`src/sv/ufe_pkg.sv`:
```
`default_nettype none

package ufe_pkg;

  localparam int HEADER_LENGTH   = 10;
  localparam int POS_W           = $clog2(HEADER_LENGTH);
  localparam int UFE_QUEUE_DEPTH = 2;

  localparam logic [POS_W-1:0] POS_SEP2 = POS_W'(1);
  localparam logic [POS_W-1:0] POS_SIZE = POS_W'(2);
  localparam logic [POS_W-1:0] POS_FLAG = POS_W'(3);
  localparam logic [POS_W-1:0] POS_TYPE = POS_W'(HEADER_LENGTH - 1);

  localparam logic [7:0]  CRC_FLAG  = 8'h40;
  localparam logic [15:0] CRC_POLY  = 16'hA001;

  localparam logic [7:0] RESET_SEPARATOR = 8'hFF;
  localparam logic [7:0] RESET_STUFF     = 8'h55;
  localparam logic [7:0] RESET_OFFSET    = 8'h08;

  localparam logic [1:0] REG_SEPARATOR = 2'd0;
  localparam logic [1:0] REG_STUFF     = 2'd1;
  localparam logic [1:0] REG_OFFSET    = 2'd2;

  localparam logic CMD_START = 1'b0;
  localparam logic CMD_DATA  = 1'b1;

  typedef enum logic [1:0] {
    KIND_START,
    KIND_DATA,
    KIND_ERR
  } kind_t;

  typedef struct packed {
    kind_t      kind;
    logic       use_crc;
    logic [7:0] size;
    logic [7:0] value;
    logic       trailer;
  } desc_t;

  typedef struct packed {
    logic [7:0] separator;
    logic [7:0] stuff;
    logic [7:0] offset;
  } cfg_t;

  function automatic logic [15:0] crc16_byte(input logic [15:0] crc, input logic [7:0] b);
    logic [15:0] c;
    c = crc ^ {8'h00, b};
    for (int i = 0; i < 8; i++) begin
      if (c[0]) begin
        c = (c >> 1) ^ CRC_POLY;
      end else begin
        c = c >> 1;
      end
    end
    return c;
  endfunction

endpackage

`default_nettype wire

```
`src/sv/uart_frame_encoder_crc16_stuffing_core.sv`:
```
// Byte-stuffed frame encoder with mod-256 checksum and CRC-16/ARC trailer.
// Input channel: in_valid/in_stall with command, frame_type, use_crc,
// payload_len and data_byte. A start request (command 0) emits the
// two-byte preamble and the eight header bytes, plus the trailer when the
// payload length is zero. A data request (command 1) emits one payload byte
// and, after the last payload byte, the checksum and optional CRC bytes.
// Every separator-valued frame byte past the preamble is followed by a stuff byte.
// A data request with no open frame yields one byte 0 with error set.
// Output channel: out_valid/out_stall, one line byte per cycle while
// out_stall is low; last marks the final byte caused by a request.
// A request accepted into an empty queue becomes its head; its first byte
// is then registered onto out_byte. The output byte engine sets throughput
// at one byte per cycle while out_stall is low: a data request emits 1 or 2
// bytes, 2 to 8 with trailer; a start request emits 10 to 18, up to 24 with trailer.
// A QUEUE_DEPTH-entry request queue parts the input from the byte engine,
// so requests are accepted while the engine or the receiver is busy.
// Reset: synchronous, clears the queue, the open-frame state and the
// registers to separator 0xFF, stuff 0x55, size offset 8.
// When out_stall is high, the output byte holds and the queue fills; once
// full, in_stall rises. Write the registers only while the block is idle.
`default_nettype none

module uart_frame_encoder_crc16_stuffing_core import ufe_pkg::*; #(
  parameter int QUEUE_DEPTH = UFE_QUEUE_DEPTH
) (
  input  wire logic       clk,
  input  wire logic       rst,
  input  wire logic       write_enable,
  input  wire logic [1:0] reg_index,
  input  wire logic [7:0] write_data,
  input  wire logic       in_valid,
  output logic            in_stall,
  input  wire logic       command,
  input  wire logic [7:0] frame_type,
  input  wire logic       use_crc,
  input  wire logic [7:0] payload_len,
  input  wire logic [7:0] data_byte,
  output logic            out_valid,
  input  wire logic       out_stall,
  output logic [7:0]      out_byte,
  output logic            last,
  output logic            error
);

  cfg_t  cfg;
  logic  push;
  desc_t push_desc;
  logic  queue_full;
  logic  head_valid;
  desc_t head;
  logic  pop;

  always_ff @(posedge clk) begin
    if (rst) begin
      cfg.separator <= RESET_SEPARATOR;
      cfg.stuff     <= RESET_STUFF;
      cfg.offset    <= RESET_OFFSET;
    end else if (write_enable) begin
      case (reg_index)
        REG_SEPARATOR: cfg.separator <= write_data;
        REG_STUFF:     cfg.stuff     <= write_data;
        REG_OFFSET:    cfg.offset    <= write_data;
        default: ;
      endcase
    end
  end

  ufe_front u_front (
    .clk         (clk),
    .rst         (rst),
    .cfg         (cfg),
    .in_valid    (in_valid),
    .queue_full  (queue_full),
    .command     (command),
    .frame_type  (frame_type),
    .use_crc     (use_crc),
    .payload_len (payload_len),
    .data_byte   (data_byte),
    .in_stall    (in_stall),
    .push        (push),
    .desc        (push_desc)
  );

  ufe_queue #(
    .DEPTH (QUEUE_DEPTH)
  ) u_queue (
    .clk        (clk),
    .rst        (rst),
    .push       (push),
    .push_desc  (push_desc),
    .pop        (pop),
    .full       (queue_full),
    .head_valid (head_valid),
    .head       (head)
  );

  ufe_back u_back (
    .clk        (clk),
    .rst        (rst),
    .cfg        (cfg),
    .head_valid (head_valid),
    .head       (head),
    .pop        (pop),
    .out_valid  (out_valid),
    .out_stall  (out_stall),
    .out_byte   (out_byte),
    .last       (last),
    .error      (error)
  );

endmodule

`default_nettype wire

```
`src/sv/ufe_front.sv`:
```
`default_nettype none

module ufe_front import ufe_pkg::*; (
  input  wire logic       clk,
  input  wire logic       rst,
  input  wire cfg_t       cfg,
  input  wire logic       in_valid,
  input  wire logic       queue_full,
  input  wire logic       command,
  input  wire logic [7:0] frame_type,
  input  wire logic       use_crc,
  input  wire logic [7:0] payload_len,
  input  wire logic [7:0] data_byte,
  output logic            in_stall,
  output logic            push,
  output desc_t           desc
);

  logic       frame_open;
  logic       frame_open_next;
  logic [7:0] remaining;
  logic [7:0] remaining_next;

  assign in_stall = queue_full;
  assign push     = in_valid && !queue_full;

  always_comb begin
    desc            = '0;
    frame_open_next = frame_open;
    remaining_next  = remaining;
    if (command == CMD_START) begin
      desc.kind       = KIND_START;
      desc.use_crc    = use_crc;
      desc.size       = cfg.offset + payload_len;
      desc.value      = frame_type;
      desc.trailer    = (payload_len == 8'd0);
      remaining_next  = payload_len;
      frame_open_next = (payload_len != 8'd0);
    end else if (!frame_open) begin
      desc.kind = KIND_ERR;
    end else begin
      desc.kind       = KIND_DATA;
      desc.value      = data_byte;
      remaining_next  = remaining - 8'd1;
      desc.trailer    = (remaining_next == 8'd0);
      frame_open_next = (remaining_next != 8'd0);
    end
  end

  always_ff @(posedge clk) begin
    if (rst) begin
      frame_open <= 1'b0;
      remaining  <= 8'd0;
    end else if (push) begin
      frame_open <= frame_open_next;
      remaining  <= remaining_next;
    end
  end

endmodule

`default_nettype wire

```
`src/sv/ufe_queue.sv`:
```
`default_nettype none

module ufe_queue import ufe_pkg::*; #(
  parameter int DEPTH = UFE_QUEUE_DEPTH
) (
  input  wire logic  clk,
  input  wire logic  rst,
  input  wire logic  push,
  input  wire desc_t push_desc,
  input  wire logic  pop,
  output logic       full,
  output logic       head_valid,
  output desc_t      head
);

  localparam int PTR_W = (DEPTH > 1) ? $clog2(DEPTH) : 1;
  localparam int CNT_W = $clog2(DEPTH + 1);

  desc_t             entries [DEPTH];
  logic [PTR_W-1:0]  wr_ptr;
  logic [PTR_W-1:0]  rd_ptr;
  logic [CNT_W-1:0]  count;

  assign full       = (count == CNT_W'(DEPTH));
  assign head_valid = (count != '0);
  assign head       = entries[rd_ptr];

  always_ff @(posedge clk) begin
    if (push) begin
      entries[wr_ptr] <= push_desc;
    end
  end

  always_ff @(posedge clk) begin
    if (rst) begin
      wr_ptr <= '0;
      rd_ptr <= '0;
      count  <= '0;
    end else begin
      if (push) begin
        wr_ptr <= (wr_ptr == PTR_W'(DEPTH - 1)) ? '0 : wr_ptr + PTR_W'(1);
      end
      if (pop) begin
        rd_ptr <= (rd_ptr == PTR_W'(DEPTH - 1)) ? '0 : rd_ptr + PTR_W'(1);
      end
      if (push && !pop) begin
        count <= count + CNT_W'(1);
      end else if (pop && !push) begin
        count <= count - CNT_W'(1);
      end
    end
  end

endmodule

`default_nettype wire

```
`src/sv/ufe_back.sv`:
```
`default_nettype none

module ufe_back import ufe_pkg::*; (
  input  wire logic  clk,
  input  wire logic  rst,
  input  wire cfg_t  cfg,
  input  wire logic  head_valid,
  input  wire desc_t head,
  output logic       pop,
  output logic       out_valid,
  input  wire logic  out_stall,
  output logic [7:0] out_byte,
  output logic       last,
  output logic       error
);

  typedef enum logic [2:0] {
    SEG_START,
    SEG_PRE,
    SEG_HDR,
    SEG_DATA,
    SEG_CK,
    SEG_CH,
    SEG_CL,
    SEG_ERR
  } seg_t;

  seg_t             seg;
  seg_t             eff;
  seg_t             seg_next;
  logic [POS_W-1:0] pos;
  logic [POS_W-1:0] pos_next;
  logic             stuff_pend;
  logic             pend_last;
  logic             pend_count;
  logic             crc_en;
  logic [7:0]       checksum;
  logic [15:0]      crc;

  logic [7:0]       byte_val;
  logic [7:0]       hdr_byte;
  logic             body;
  logic             stuffable;
  logic             seg_end;
  logic             err_val;
  logic             need_stuff;
  logic [7:0]       emit_byte;
  logic             emit_last;
  logic             emit_err;
  logic             fire;

  always_comb begin
    if (pos == POS_SIZE) begin
      hdr_byte = head.size;
    end else if (pos == POS_FLAG) begin
      hdr_byte = crc_en ? CRC_FLAG : 8'h00;
    end else if (pos == POS_TYPE) begin
      hdr_byte = head.value;
    end else begin
      hdr_byte = 8'h00;
    end
  end

  always_comb begin
    eff = seg;
    if (seg == SEG_START) begin
      unique case (head.kind)
        KIND_START: eff = SEG_PRE;
        KIND_DATA:  eff = SEG_DATA;
        KIND_ERR:   eff = SEG_ERR;
        default:    eff = SEG_ERR;
      endcase
    end
  end

  always_comb begin
    byte_val  = 8'h00;
    body      = 1'b0;
    stuffable = 1'b1;
    seg_end   = 1'b0;
    err_val   = 1'b0;
    seg_next  = eff;
    pos_next  = pos;
    unique case (eff)
      SEG_PRE: begin
        byte_val  = cfg.separator;
        stuffable = 1'b0;
        if (pos == POS_SEP2) begin
          seg_next = SEG_HDR;
          pos_next = POS_SIZE;
        end else begin
          pos_next = pos + POS_W'(1);
        end
      end
      SEG_HDR: begin
        byte_val = hdr_byte;
        body     = 1'b1;
        if (pos == POS_TYPE) begin
          seg_end  = !head.trailer;
          seg_next = SEG_CK;
        end else begin
          pos_next = pos + POS_W'(1);
        end
      end
      SEG_DATA: begin
        byte_val = head.value;
        body     = 1'b1;
        seg_end  = !head.trailer;
        seg_next = SEG_CK;
      end
      SEG_CK: begin
        byte_val = checksum;
        seg_end  = !crc_en;
        seg_next = SEG_CH;
      end
      SEG_CH: begin
        byte_val = crc[15:8];
        seg_next = SEG_CL;
      end
      SEG_CL: begin
        byte_val = crc[7:0];
        seg_end  = 1'b1;
      end
      SEG_ERR: begin
        stuffable = 1'b0;
        err_val   = 1'b1;
        seg_end   = 1'b1;
      end
      default: begin
        seg_end = 1'b1;
      end
    endcase
  end

  assign need_stuff = stuffable && (byte_val == cfg.separator);
  assign emit_byte  = stuff_pend ? cfg.stuff : byte_val;
  assign emit_last  = stuff_pend ? pend_last : (seg_end && !need_stuff);
  assign emit_err   = !stuff_pend && err_val;
  assign fire       = head_valid && (!out_valid || !out_stall);
  assign pop        = fire && emit_last;

  always_ff @(posedge clk) begin
    if (rst) begin
      seg        <= SEG_START;
      pos        <= '0;
      stuff_pend <= 1'b0;
      pend_last  <= 1'b0;
      pend_count <= 1'b0;
      out_valid  <= 1'b0;
      crc_en     <= 1'b1;
      checksum   <= 8'h00;
      crc        <= 16'h0000;
    end else if (fire) begin
      out_valid <= 1'b1;
      out_byte  <= emit_byte;
      last      <= emit_last;
      error     <= emit_err;
      if (stuff_pend) begin
        stuff_pend <= 1'b0;
        if (pend_count) begin
          checksum <= checksum + cfg.stuff;
        end
      end else begin
        stuff_pend <= need_stuff;
        pend_last  <= seg_end;
        pend_count <= body;
        seg        <= seg_end ? SEG_START : seg_next;
        pos        <= seg_end ? '0 : pos_next;
        if (eff == SEG_PRE && pos == '0) begin
          checksum <= 8'h00;
          crc      <= 16'h0000;
          crc_en   <= head.use_crc;
        end else if (body) begin
          checksum <= checksum + byte_val;
          if (crc_en) begin
            crc <= crc16_byte(crc, byte_val);
          end
        end
      end
    end else if (!out_stall) begin
      out_valid <= 1'b0;
    end
  end

endmodule

`default_nettype wire

```
`config.mk`:
```
export PLATFORM = sky130hd
export DESIGN_NAME = uart_frame_encoder_crc16_stuffing_core
export DESIGN_NICKNAME = d
export VERILOG_FILES = /design/src/sv/ufe_pkg.sv /design/src/sv/uart_frame_encoder_crc16_stuffing_core.sv /design/src/sv/ufe_front.sv /design/src/sv/ufe_queue.sv /design/src/sv/ufe_back.sv
export SDC_FILE = /design/constraint.sdc
export NUM_CORES = 1
export LEC_CHECK = 0
export BUFFER_PORTS_ARGS = -buffer_cell sky130_fd_sc_hd__clkbuf_2
export CAP_MARGIN = 10
export CORE_MARGIN = 4
export CORE_UTILIZATION = 25
export CTS_CLUSTER_DIAMETER = 150
export DETAILED_ROUTE_END_ITERATION = 6
export GPL_ROUTABILITY_DRIVEN = 1
export PLACE_DENSITY = 0.45
export SLEW_MARGIN = 20
export SYNTH_ARGS = -nofsm -noshare
export SYNTH_HDL_FRONTEND = slang
export SYNTH_SLANG_ARGS = --single-unit
```
`constraint.sdc`:
```
create_clock -name clk -period 4.6 [get_ports clk]
set_clock_uncertainty 0.2 [all_clocks]
set_input_delay 0.69 -clock clk [delete_from_list [all_inputs] [get_ports clk]]
set_output_delay 0.69 -clock clk [all_outputs]
set_load 0.02 [all_outputs]
```
==> out/results.txt, run 1 <==
Cell Rows -> 60
fraction of layout cells with a size suffix above 1 -> 0.166
Synth Instances -> 701
Vias -> 5276
worst skew pair latency -> 420 ps
Max clock buf depth -> 2
Die Footprint -> 30200 um^2
Cell Int Power -> 0.00327 W
Commonest cells post-synth -> nor2_1, dfxtp_1, edfxtp_1, nand2_1, mux2i_1
post-synthesis sequential area ratio -> 0.434
CP most frequent cell -> a21oi_1
reg-to-reg setup timing slack -> 520 ps
Psw -> 0.00216 W
clock share of power -> 0.261
WL final -> 19300 um
routed wire length per instance -> 17.5 um
top-count cell post-synth -> nor2_1
Crit Path Class -> flip-flop to flip-flop
DR iter-0 viols -> 369
Via density -> 4.77
area leader, netlist -> edfxtp_1
total track usage -> 0.129
Layout Nets -> 824
PwrDens -> 665 nW/um^2
ys flop type -> dfxtp_1
top post-synthesis cells by area -> edfxtp_1, dfxtp_1, mux2i_1
synth unique cells -> 70
# hold bufs at CTS -> 0
Synth Warn # -> 0
core footprint -> 27000 um^2
Clock Tree Root -> clkbuf_16
CTS resizes -> 0
worst r2r src -> u_back.seg[0]
min Tclk post-route -> 4080 ps
Worst Path Required -> 4750 ps
VDD IR max -> 0.262 mV
end of the critical path -> u_queue.count[1]
GR Overflow Total -> 0
Reg2Reg Depth -> 12
post-route ant nets -> 0
initial core utilization -> 0.254
initial antenna violation count -> 0
Yosys reg bits -> 124
port bufs -> 52
Leak Pwr -> 3.30 nW
sequential power share -> 0.286
outcome -> completed
slew margin rel. -> 0.349
crit start category -> flip-flop
Num CTS Buffers -> 17
area share of the largest cell type after synthesis -> 0.218
Pre-antenna DRT Iters -> 5
CTS tree -> done
Post-Syn Nets -> 773
Layout area overhead -> 18.6%
Critical Path, Cell by Cell -> nor2b_1 > nand4b_1 > o2bb2ai_1 > a21oi_1 > a222oi_1 > o211ai_1 > a2111oi_2 > o31ai_2 > nand2b_2 > ha_1 > or3_1 > a21oi_1
final worst path period share -> 0.888
Worst Setup End Kind -> flip-flop
Setup violations, final -> 0
peak fanout along the critical path -> 16
Pins Over Slew Limit -> 0
Clock transition at path regs -> 60 ps
RR Endpoint -> u_queue.count[1]
total power -> 0.00542 W
# diodes -> 0
RSZ-0062 raised after global routing -> no
TritonCTS Sinks -> 124
ys async rst share -> 0
Non-Filler Cell Area, Final -> 8150 um^2
crit path from -> u_back.seg[0]
Setup Fix Bufs, Post-CTS -> 0
Worst path slowest cell -> nor2b_1
Worst Path Arrival -> 4240 ps
fmax -> 245 MHz
Sw Ratio -> 0.398
fin util -> 0.302
Max H-tree Level -> 4
final hold vios -> 0
die height -> 174 um
area post-placement -> 7520 um^2
drt drc -> 0
Avg Cell Area, Syn -> 9.81 um^2
number of global-route vias before repair -> 5339
io pins -> 53
wire length of the first global-routing pass -> 30500 um
post-DP HPWL -> 14500 um
Routability Congestion -> 0.860
Post-Syn Area -> 6870 um^2
Worst-Margin Slew -> 976 ps
total negative slack -> 0 ps
largest net degree at the start of global routing -> 32
Gate power share -> 0.453
number of max-cap violations -> 0
Worst Hold Class -> flip-flop to flip-flop
Post-synth EDFFs -> 50
Die W -> 174 um
Crit path largest cell delay -> 650 ps
per-layer routing:
metal	up-vias	global-route usage	share of wire
met5	-	0	0
met4	0	0.0333	0.010
met1	2498	0.172	0.48
li1	2649	-	-
met3	16	0.0325	0.041
met2	113	0.211	0.47
power by group through the flow:
stage / Clock (W) / Combinational (W) / Sequential, W
finish: 0.00141 / 0.00246 / 0.00155
global route: 0.00149 / 0.00274 / 0.00158
floorplan: 0 / 0.00188 / 0.00153
global placement: 0 / 0.00248 / 0.00158
detailed placement: 0 / 0.00247 / 0.00157
CTS: 0.00144 / 0.00248 / 0.00155
worst max-delay path: cells and delay by family, from the launching register on:
kind,cells,cell delay (ps)
AO/OA/AOI/OAI,7,1560
flip-flops,1,480
AND/OR/NAND/NOR,4,1510
adder cells (fa/ha/maj),1,270
state kept, by name, indices dropped and copies added, names as in the netlist, 2 cells and up, named ones only:
register	count
u_queue.count	2
u_back.pos	4
cfg	24
u_back.out_byte	8
u_back.checksum	8
u_queue.entries	40
u_back.seg	3
u_back.crc	16
u_front.remaining	8
area by class of cell:
class | instances | area [um^2]
inverter | 30 | 113
clock buffer | 22 | 539
clock inverter | 10 | 95.1
fill | 2850 | 18900
timing repair buffer | 67 | 373
multi-input combinational | 512 | 3620
sequential | 124 | 2980
tap | 341 | 427
stage by stage:
stage / hold WS, ps / setup WS, ps / instances
after CTS: 259 / 566 / 1106
after global routing: 291 / 240 / 1106
after global placement: 246 / 683 / 1074
final: 266 / 516 / 1106
after detailed placement: 252 / 576 / 1074
after floorplan: 236 / 1180 / 701
cells by family after synthesis:
kind of cell / Yosys count / synth area share
flops: 124 / 0.434
simple gates: 203 / 0.137
compound gates: 178 / 0.182
buf+inv: 65 / 0.0399
fa+ha+maj: 31 / 0.0597
xor+xnor: 43 / 0.0612
mux: 57 / 0.0857
how the worst min path moves through the flow:
| stage | from | endpoint | slack (ps) | cells past startpoint |
|---|---|---|---|---|
| 6_report | u_back.pend_last | u_back.pend_last | 270 | 2 |
| 5_1_grt | u_back.pend_count | u_back.pend_count | 290 | 2 |
| 4_1_cts | u_back.pend_count | u_back.pend_count | 260 | 2 |
| 3_5_place_dp | u_back.pend_count | u_back.pend_count | 250 | 2 |
| 3_3_place_gp | u_back.pend_count | u_back.pend_count | 250 | 2 |
| 2_1_floorplan | u_back.pend_count | u_back.pend_count | 240 | 2 |
cells in the final DEF, fill, tap and decap left out, types with 6 or more instances in the layout:
cell type / instances
mux2i_1: 42
a211o_1: 6
o21bai_1: 8
o21ai_0: 18
xnor2_1: 21
a211oi_1: 11
nor3_1: 7
a22o_1: 8
clkbuf_16: 21
clkbuf_2: 52
a22oi_1: 27
dfxtp_1: 74
o22ai_1: 6
inv_1: 29
nor2_1: 89
nand3_1: 8
ha_1: 28
nand2_1: 50
a21o_1: 11
nor2b_1: 12
mux2_2: 10
edfxtp_1: 50
o211ai_1: 6
buf_4: 15
xor2_1: 17
a21oi_1: 39
(Power assumes the default switching activity.)
==> run 2: changes to the inputs <==
==> constraint.sdc (replaced) <==
create_clock -name clk -period 4.1 [get_ports clk]
set_clock_uncertainty 0.2 [all_clocks]
set_input_delay 0.615 -clock clk [delete_from_list [all_inputs] [get_ports clk]]
set_output_delay 0.615 -clock clk [all_outputs]
set_load 0.02 [all_outputs]
==> out/results.txt, run 2 (same netlist as run 1, synthesis figures left out) <==
crit start category -> flip-flop (unchanged)
Layout area overhead -> 18.2% (was 18.6%)
CP most frequent cell -> a21oi_1 (unchanged)
Num CTS Buffers -> 17 (unchanged)
CP bufs+invs -> 2 (was 0)
peak fanout along the critical path -> 12 (was 16)
Die W -> 174 um (unchanged)
# hold bufs at CTS -> 0 (unchanged)
final worst path period share -> 0.903 (was 0.888)
Psw -> 0.00243 W (was 0.00216 W)
Setup violations, final -> 0 (unchanged)
fin util -> 0.301 (was 0.302)
Cell Int Power -> 0.00354 W (was 0.00327 W)
final hold vios -> 0 (unchanged)
Via density -> 4.83 (was 4.77)
worst skew pair latency -> 420 ps (about the same)
initial antenna violation count -> 0 (unchanged)
fraction of layout cells with a size suffix above 1 -> 0.168 (was 0.166)
Setup Fix Bufs, Post-CTS -> 0 (unchanged)
Worst path slowest cell -> dfxtp_1 (was nor2b_1)
core footprint -> 27000 um^2 (unchanged)
max reg flops -> 40 (unchanged)
Worst Path Arrival -> 3790 ps (was 4240 ps)
TritonCTS Sinks -> 124 (unchanged)
VDD IR max -> 0.373 mV (was 0.262 mV)
Worst Path Required -> 4190 ps (was 4750 ps)
wire length of the first global-routing pass -> 30600 um (was 30500 um)
drt drc -> 0 (unchanged)
CTS resizes -> 0 (unchanged)
Gate power share -> 0.471 (was 0.453)
PwrDens -> 735 nW/um^2 (was 665 nW/um^2)
sequential power share -> 0.289 (was 0.286)
die height -> 174 um (unchanged)
Sw Ratio -> 0.407 (was 0.398)
Max clock buf depth -> 2 (unchanged)
initial core utilization -> 0.254 (unchanged)
Routability Congestion -> 0.879 (was 0.860)
GR Overflow Total -> 0 (unchanged)
Pins Over Slew Limit -> 0 (unchanged)
min Tclk post-route -> 3700 ps (was 4080 ps)
Worst-Margin Slew -> 948 ps (was 976 ps)
Clock transition at path regs -> 60 ps (about the same)
port bufs -> 52 (unchanged)
Crit path largest cell delay -> 540 ps (was 650 ps)
fmax -> 270 MHz (was 245 MHz)
# fillers -> 2828 (was 2850)
Leak Pwr -> 3.28 nW (was 3.30 nW)
outcome -> completed (unchanged)
WL final -> 19500 um (was 19300 um)
total power -> 0.00597 W (was 0.00542 W)
cell count after placement -> 1078 (was 1074)
clock share of power -> 0.240 (was 0.261)
io pins -> 53 (unchanged)
Max H-tree Level -> 4 (unchanged)
Worst Setup End Kind -> flip-flop (unchanged)
biggest regs -> u_queue.entries: 40 flops, cfg: 24 flops, u_back.crc: 16 flops (unchanged)
Worst Hold Class -> primary input to flip-flop (was flip-flop to flip-flop)
delay-heaviest family, CP -> compound AO/OA/AOI/OAI gates (unchanged)
CTS tree -> done (unchanged)
Pre-antenna DRT Iters -> 5 (unchanged)
Layout Cells excl Fill -> 1110 (was 1106)
number of max-cap violations -> 0 (unchanged)
Layout Nets -> 828 (was 824)
slew margin rel. -> 0.361 (was 0.349)
post-DP HPWL -> 14700 um (was 14500 um)
Crit Path Class -> flip-flop to flip-flop (unchanged)
# diodes -> 0 (unchanged)
Critical Path, Cell by Cell -> buf_12 > nor2b_1 > buf_4 > o2bb2ai_1 > o2bb2ai_1 > a221o_1 > ha_1 > a21o_1 > a21oi_1 > o21bai_1 > a21oi_1 > o21bai_1 > a21oi_1 > xnor2_1 > o21ai_0 > nand2_1 > a31oi_1 (was nor2b_1 > nand4b_1 > o2bb2ai_1 > a21oi_1 > a222oi_1 > o211ai_1 > a2111oi_2 > o31ai_2 > nand2b_2 > ha_1 > or3_1 > a21oi_1)
total track usage -> 0.129 (about the same)
Reg with most FFs -> u_queue.entries (unchanged)
commonest cells after routing, fill and taps aside -> nor2_1, dfxtp_1, clkbuf_2, nand2_1, edfxtp_1 (unchanged)
routed wire length per instance -> 17.5 um (about the same)
number of global-route vias before repair -> 5239 (was 5339)
largest net degree at the start of global routing -> 39 (was 32)
Vias -> 5357 (was 5276)
RSZ-0062 raised after global routing -> no (unchanged)
commonest non-fill, non-tap cell in the layout -> nor2_1 (unchanged)
DR iter-0 viols -> 297 (was 369)
total negative slack -> 0 ps (unchanged)
Clock Tree Root -> clkbuf_16 (unchanged)
post-route ant nets -> 0 (unchanged)
Cell Rows -> 60 (unchanged)
Die Footprint -> 30200 um^2 (unchanged)
==> run 2: per-layer routing <==
metal  vias to the layer above  track usage  share of wire
met4                         0       0.0363          0.013
met3                        18       0.0253          0.037
met1                      2559        0.178           0.48
met2                       112        0.207           0.47
li1                       2668            -              -
met5                         -            0              0
==> run 2: through the flow <==
stage	setup WS [ps]	instance area, um^2	hold WS [ps]
floorplan	683	6870	236
global placement	404	7560	256
detailed placement	404	7570	258
CTS	381	8130	241
global route	116	8130	274
finish	397	8130	250
==> run 2: worst paths after layout <==
| check | from | to | slack (ps) | cells past startpoint |
|---|---|---|---|---|
| worst max register to register | u_back.seg[0] | u_back.checksum[7] | 400 | 17 |
| worst min register to register | u_back.pend_count | u_back.pend_count | 270 | 2 |
| worst max-delay path | u_back.seg[0] | u_back.checksum[7] | 400 | 17 |
| worst min-delay path | write_data[6] | cfg[22] | 250 | 3 |
==> run 2: power by group through the flow <==
stage	clock network [W]	logic (W)	registers [W]
2_1_floorplan	0	0.00211	0.00172
3_3_place_gp	0	0.00284	0.00175
3_5_place_dp	0	0.00283	0.00175
4_1_cts	0.00147	0.00284	0.00173
5_1_grt	0.00152	0.00311	0.00175
6_report	0.00143	0.00281	0.00173
==> run 2: area by class of cell <==
cell class              instances  area, um^2  area share
multi-input cells             512        3630       0.447
flip-flops and latches        124        2980       0.367
clock buffers                  18         439      0.0540
clock inverters                14         120      0.0148
repair buffers                 71         415      0.0511
well taps                     341         427      0.0525
inverters                      30         113      0.0139
==> run 2: worst register-to-register path, stage by stage, from the launching register on <==
cell	delay, ps
dfxtp_1	540
buf_12	200
nor2b_1	70
buf_4	170
o2bb2ai_1	150
o2bb2ai_1	140
a221o_1	380
ha_1	270
a21o_1	180
a21oi_1	240
o21bai_1	90
a21oi_1	220
o21bai_1	90
a21oi_1	190
xnor2_1	160
o21ai_0	100
nand2_1	110
a31oi_1	70
==> run 3: changes to the inputs <==
--- a/config.mk
+++ b/config.mk
@@ -7,12 +7,14 @@
 export LEC_CHECK = 0
 export BUFFER_PORTS_ARGS = -buffer_cell sky130_fd_sc_hd__clkbuf_2
 export CAP_MARGIN = 10
+export CELL_PAD_IN_SITES_DETAIL_PLACEMENT = 0
+export CELL_PAD_IN_SITES_GLOBAL_PLACEMENT = 1
 export CORE_MARGIN = 4
 export CORE_UTILIZATION = 25
 export CTS_CLUSTER_DIAMETER = 150
 export DETAILED_ROUTE_END_ITERATION = 6
 export GPL_ROUTABILITY_DRIVEN = 1
-export PLACE_DENSITY = 0.45
+export PLACE_DENSITY = 0.53
 export SLEW_MARGIN = 20
 export SYNTH_ARGS = -nofsm -noshare
 export SYNTH_HDL_FRONTEND = slang
==> out/results.txt, run 3 (same netlist as run 1, synthesis figures left out) <==
outcome -> completed (unchanged)
post-route ant nets -> 0 (unchanged)
commonest cells after routing, fill and taps aside -> nor2_1, dfxtp_1, clkbuf_2, nand2_1, edfxtp_1 (unchanged)
Routability Congestion -> 0.825 (was 0.879)
final hold vios -> 0 (unchanged)
Max Used Layer -> met4 (unchanged)
final worst path period share -> 0.914 (was 0.903)
max reg flops -> 40 (unchanged)
Num CTS Buffers -> 17 (unchanged)
Die Footprint -> 30200 um^2 (unchanged)
Worst Hold Class -> primary input to flip-flop (unchanged)
initial antenna violation count -> 0 (unchanged)
core footprint -> 27000 um^2 (unchanged)
CTS resizes -> 0 (unchanged)
number of max-cap violations -> 0 (unchanged)
peak fanout along the critical path -> 6 (was 12)
worst skew pair latency -> 420 ps (about the same)
CP most frequent cell -> ha_1 (was a21oi_1)
port bufs -> 52 (unchanged)
# diodes -> 0 (unchanged)
TritonCTS Sinks -> 124 (unchanged)
Die W -> 174 um (unchanged)
RSZ-0062 raised after global routing -> no (unchanged)
fin util -> 0.304 (was 0.301)
Metal-1 WL -> 9790 um (was 9370 um)
GR Overflow Total -> 0 (unchanged)
CTS tree -> done (unchanged)
initial core utilization -> 0.254 (unchanged)
VDD IR max -> 0.335 mV (was 0.373 mV)
Worst Setup End Kind -> flip-flop (unchanged)
Reg with most FFs -> u_queue.entries (unchanged)
routed wire length per instance -> 17.8 um (was 17.5 um)
drt drc -> 0 (unchanged)
WL final -> 19800 um (was 19500 um)
Cell Rows -> 60 (unchanged)
slew margin rel. -> 0.321 (was 0.361)
min Tclk post-route -> 3750 ps (was 3700 ps)
Max clock buf depth -> 2 (unchanged)
Max H-tree Level -> 4 (unchanged)
fraction of layout cells with a size suffix above 1 -> 0.169 (was 0.168)
Clock Tree Root -> clkbuf_16 (unchanged)
Layout area overhead -> 19.3% (was 18.2%)
Worst Path Arrival -> 3900 ps (was 3790 ps)
Worst-Margin Slew -> 1010 ps (was 948 ps)
Critical Path, Cell by Cell -> inv_1 > ha_1 > nand3b_4 > a211o_1 > a21o_1 > and2_1 > a222oi_1 > o211ai_1 > a2111oi_2 > o31ai_2 > nand2b_2 > ha_1 > or3_1 > a21oi_1 (was buf_12 > nor2b_1 > buf_4 > o2bb2ai_1 > o2bb2ai_1 > a221o_1 > ha_1 > a21o_1 > a21oi_1 > o21bai_1 > a21oi_1 > o21bai_1 > a21oi_1 > xnor2_1 > o21ai_0 > nand2_1 > a31oi_1)
Worst Path Required -> 4250 ps (was 4190 ps)
Via density -> 4.73 (was 4.83)
commonest non-fill, non-tap cell in the layout -> nor2_1 (unchanged)
Worst path slowest cell -> a2111oi_2 (was dfxtp_1)
total track usage -> 0.132 (was 0.129)
Setup violations, final -> 0 (unchanged)
fmax -> 267 MHz (was 270 MHz)
Layout Nets -> 827 (was 828)
largest net degree at the start of global routing -> 47 (was 39)
post-DP HPWL -> 15000 um (was 14700 um)
PwrDens -> 746 nW/um^2 (was 735 nW/um^2)
Crit path largest cell delay -> 460 ps (was 540 ps)
io pins -> 53 (unchanged)
wire length of the first global-routing pass -> 31000 um (was 30600 um)
Clock transition at path regs -> 60 ps (about the same)
total negative slack -> 0 ps (unchanged)
Pre-antenna DRT Iters -> 4 (was 5)
DR iter-0 viols -> 298 (was 297)
cell count after placement -> 1077 (was 1078)
# hold bufs at CTS -> 0 (unchanged)
Crit Path Class -> flip-flop to flip-flop (unchanged)
met2 WL post-DR -> 9050 um (was 9140 um)
biggest regs -> u_queue.entries: 40 flops, cfg: 24 flops, u_back.crc: 16 flops (unchanged)
Setup Fix Bufs, Post-CTS -> 0 (unchanged)
die height -> 174 um (unchanged)
number of global-route vias before repair -> 5269 (was 5239)
crit start category -> flip-flop (unchanged)
Pins Over Slew Limit -> 0 (unchanged)
Layout Cells excl Fill -> 1109 (was 1110)
Leak Pwr -> 3.32 nW (was 3.28 nW)
Vias -> 5241 (was 5357)
met3 wire len -> 646 um (was 715 um)
## run 3: cell types whose count changed in the layout (fill, tap and decap cells not counted)
cell        delta
clkbuf_8       +1
clkinv_4       -1
clkbuf_16      +4
buf_12         +2
clkinv_1       -2
clkinvlp_4     -2
buf_4          -3
inv_4          +2
clkinv_2       -1
bufinv_16      -1
## run 3: routing by layer
metal	global-route usage	up-vias
li1	-	2660
met1	0.184	2485
met2	0.210	77
met3	0.0279	19
met4	0.0353	0
met5	0	-
## run 3: final timing paths
kind	end	slack (ps)	cells past startpoint	startpoint
min	cfg[17]	260	2	write_data[1]
min reg2reg	u_back.pend_count	270	2	u_back.pend_count
max	u_queue.count[1]	350	14	u_back.pos[1]
max reg2reg	u_queue.count[1]	350	14	u_back.pos[1]
## run 3: metrics by stage
step                hold slack (ps)  total power (W)  instance area (um^2)  setup slack, ps
floorplan                       236          0.00382                  6870              683
finish                          257          0.00612                  8200              354
global route                    241          0.00660                  8200             54.7
CTS                             232          0.00620                  8200              353
detailed placement              254          0.00463                  7580              382
global placement                248          0.00466                  7580              446
## run 3: report_power, final
group	total [W]	internal, W	switching (W)	leakage [nW]
registers	0.00171	0.00154	0.000165	1.08
clock network	0.00155	0.000957	0.000589	0.311
logic	0.00286	0.00116	0.00170	1.93
total	0.00612	0.00367	0.00245	3.32
## run 3: layout make-up
cell class	instances	area (um^2)
fillers	2897	18800
clock inverters	9	66.3
clock buffers	23	553
repair buffers	70	433
multi-input cells	512	3630
well taps	341	427
flip-flops and latches	124	2980
inverters	30	113
## run 3: critical path: cells and delay by family (launching register included)
kind | cells | cell delay [ps]
adder cells (fa/ha/maj) | 2 | 520
AO/OA/AOI/OAI | 7 | 1720
AND/OR/NAND/NOR | 4 | 780
flip-flops | 1 | 360
buffers and inverters | 1 | 100
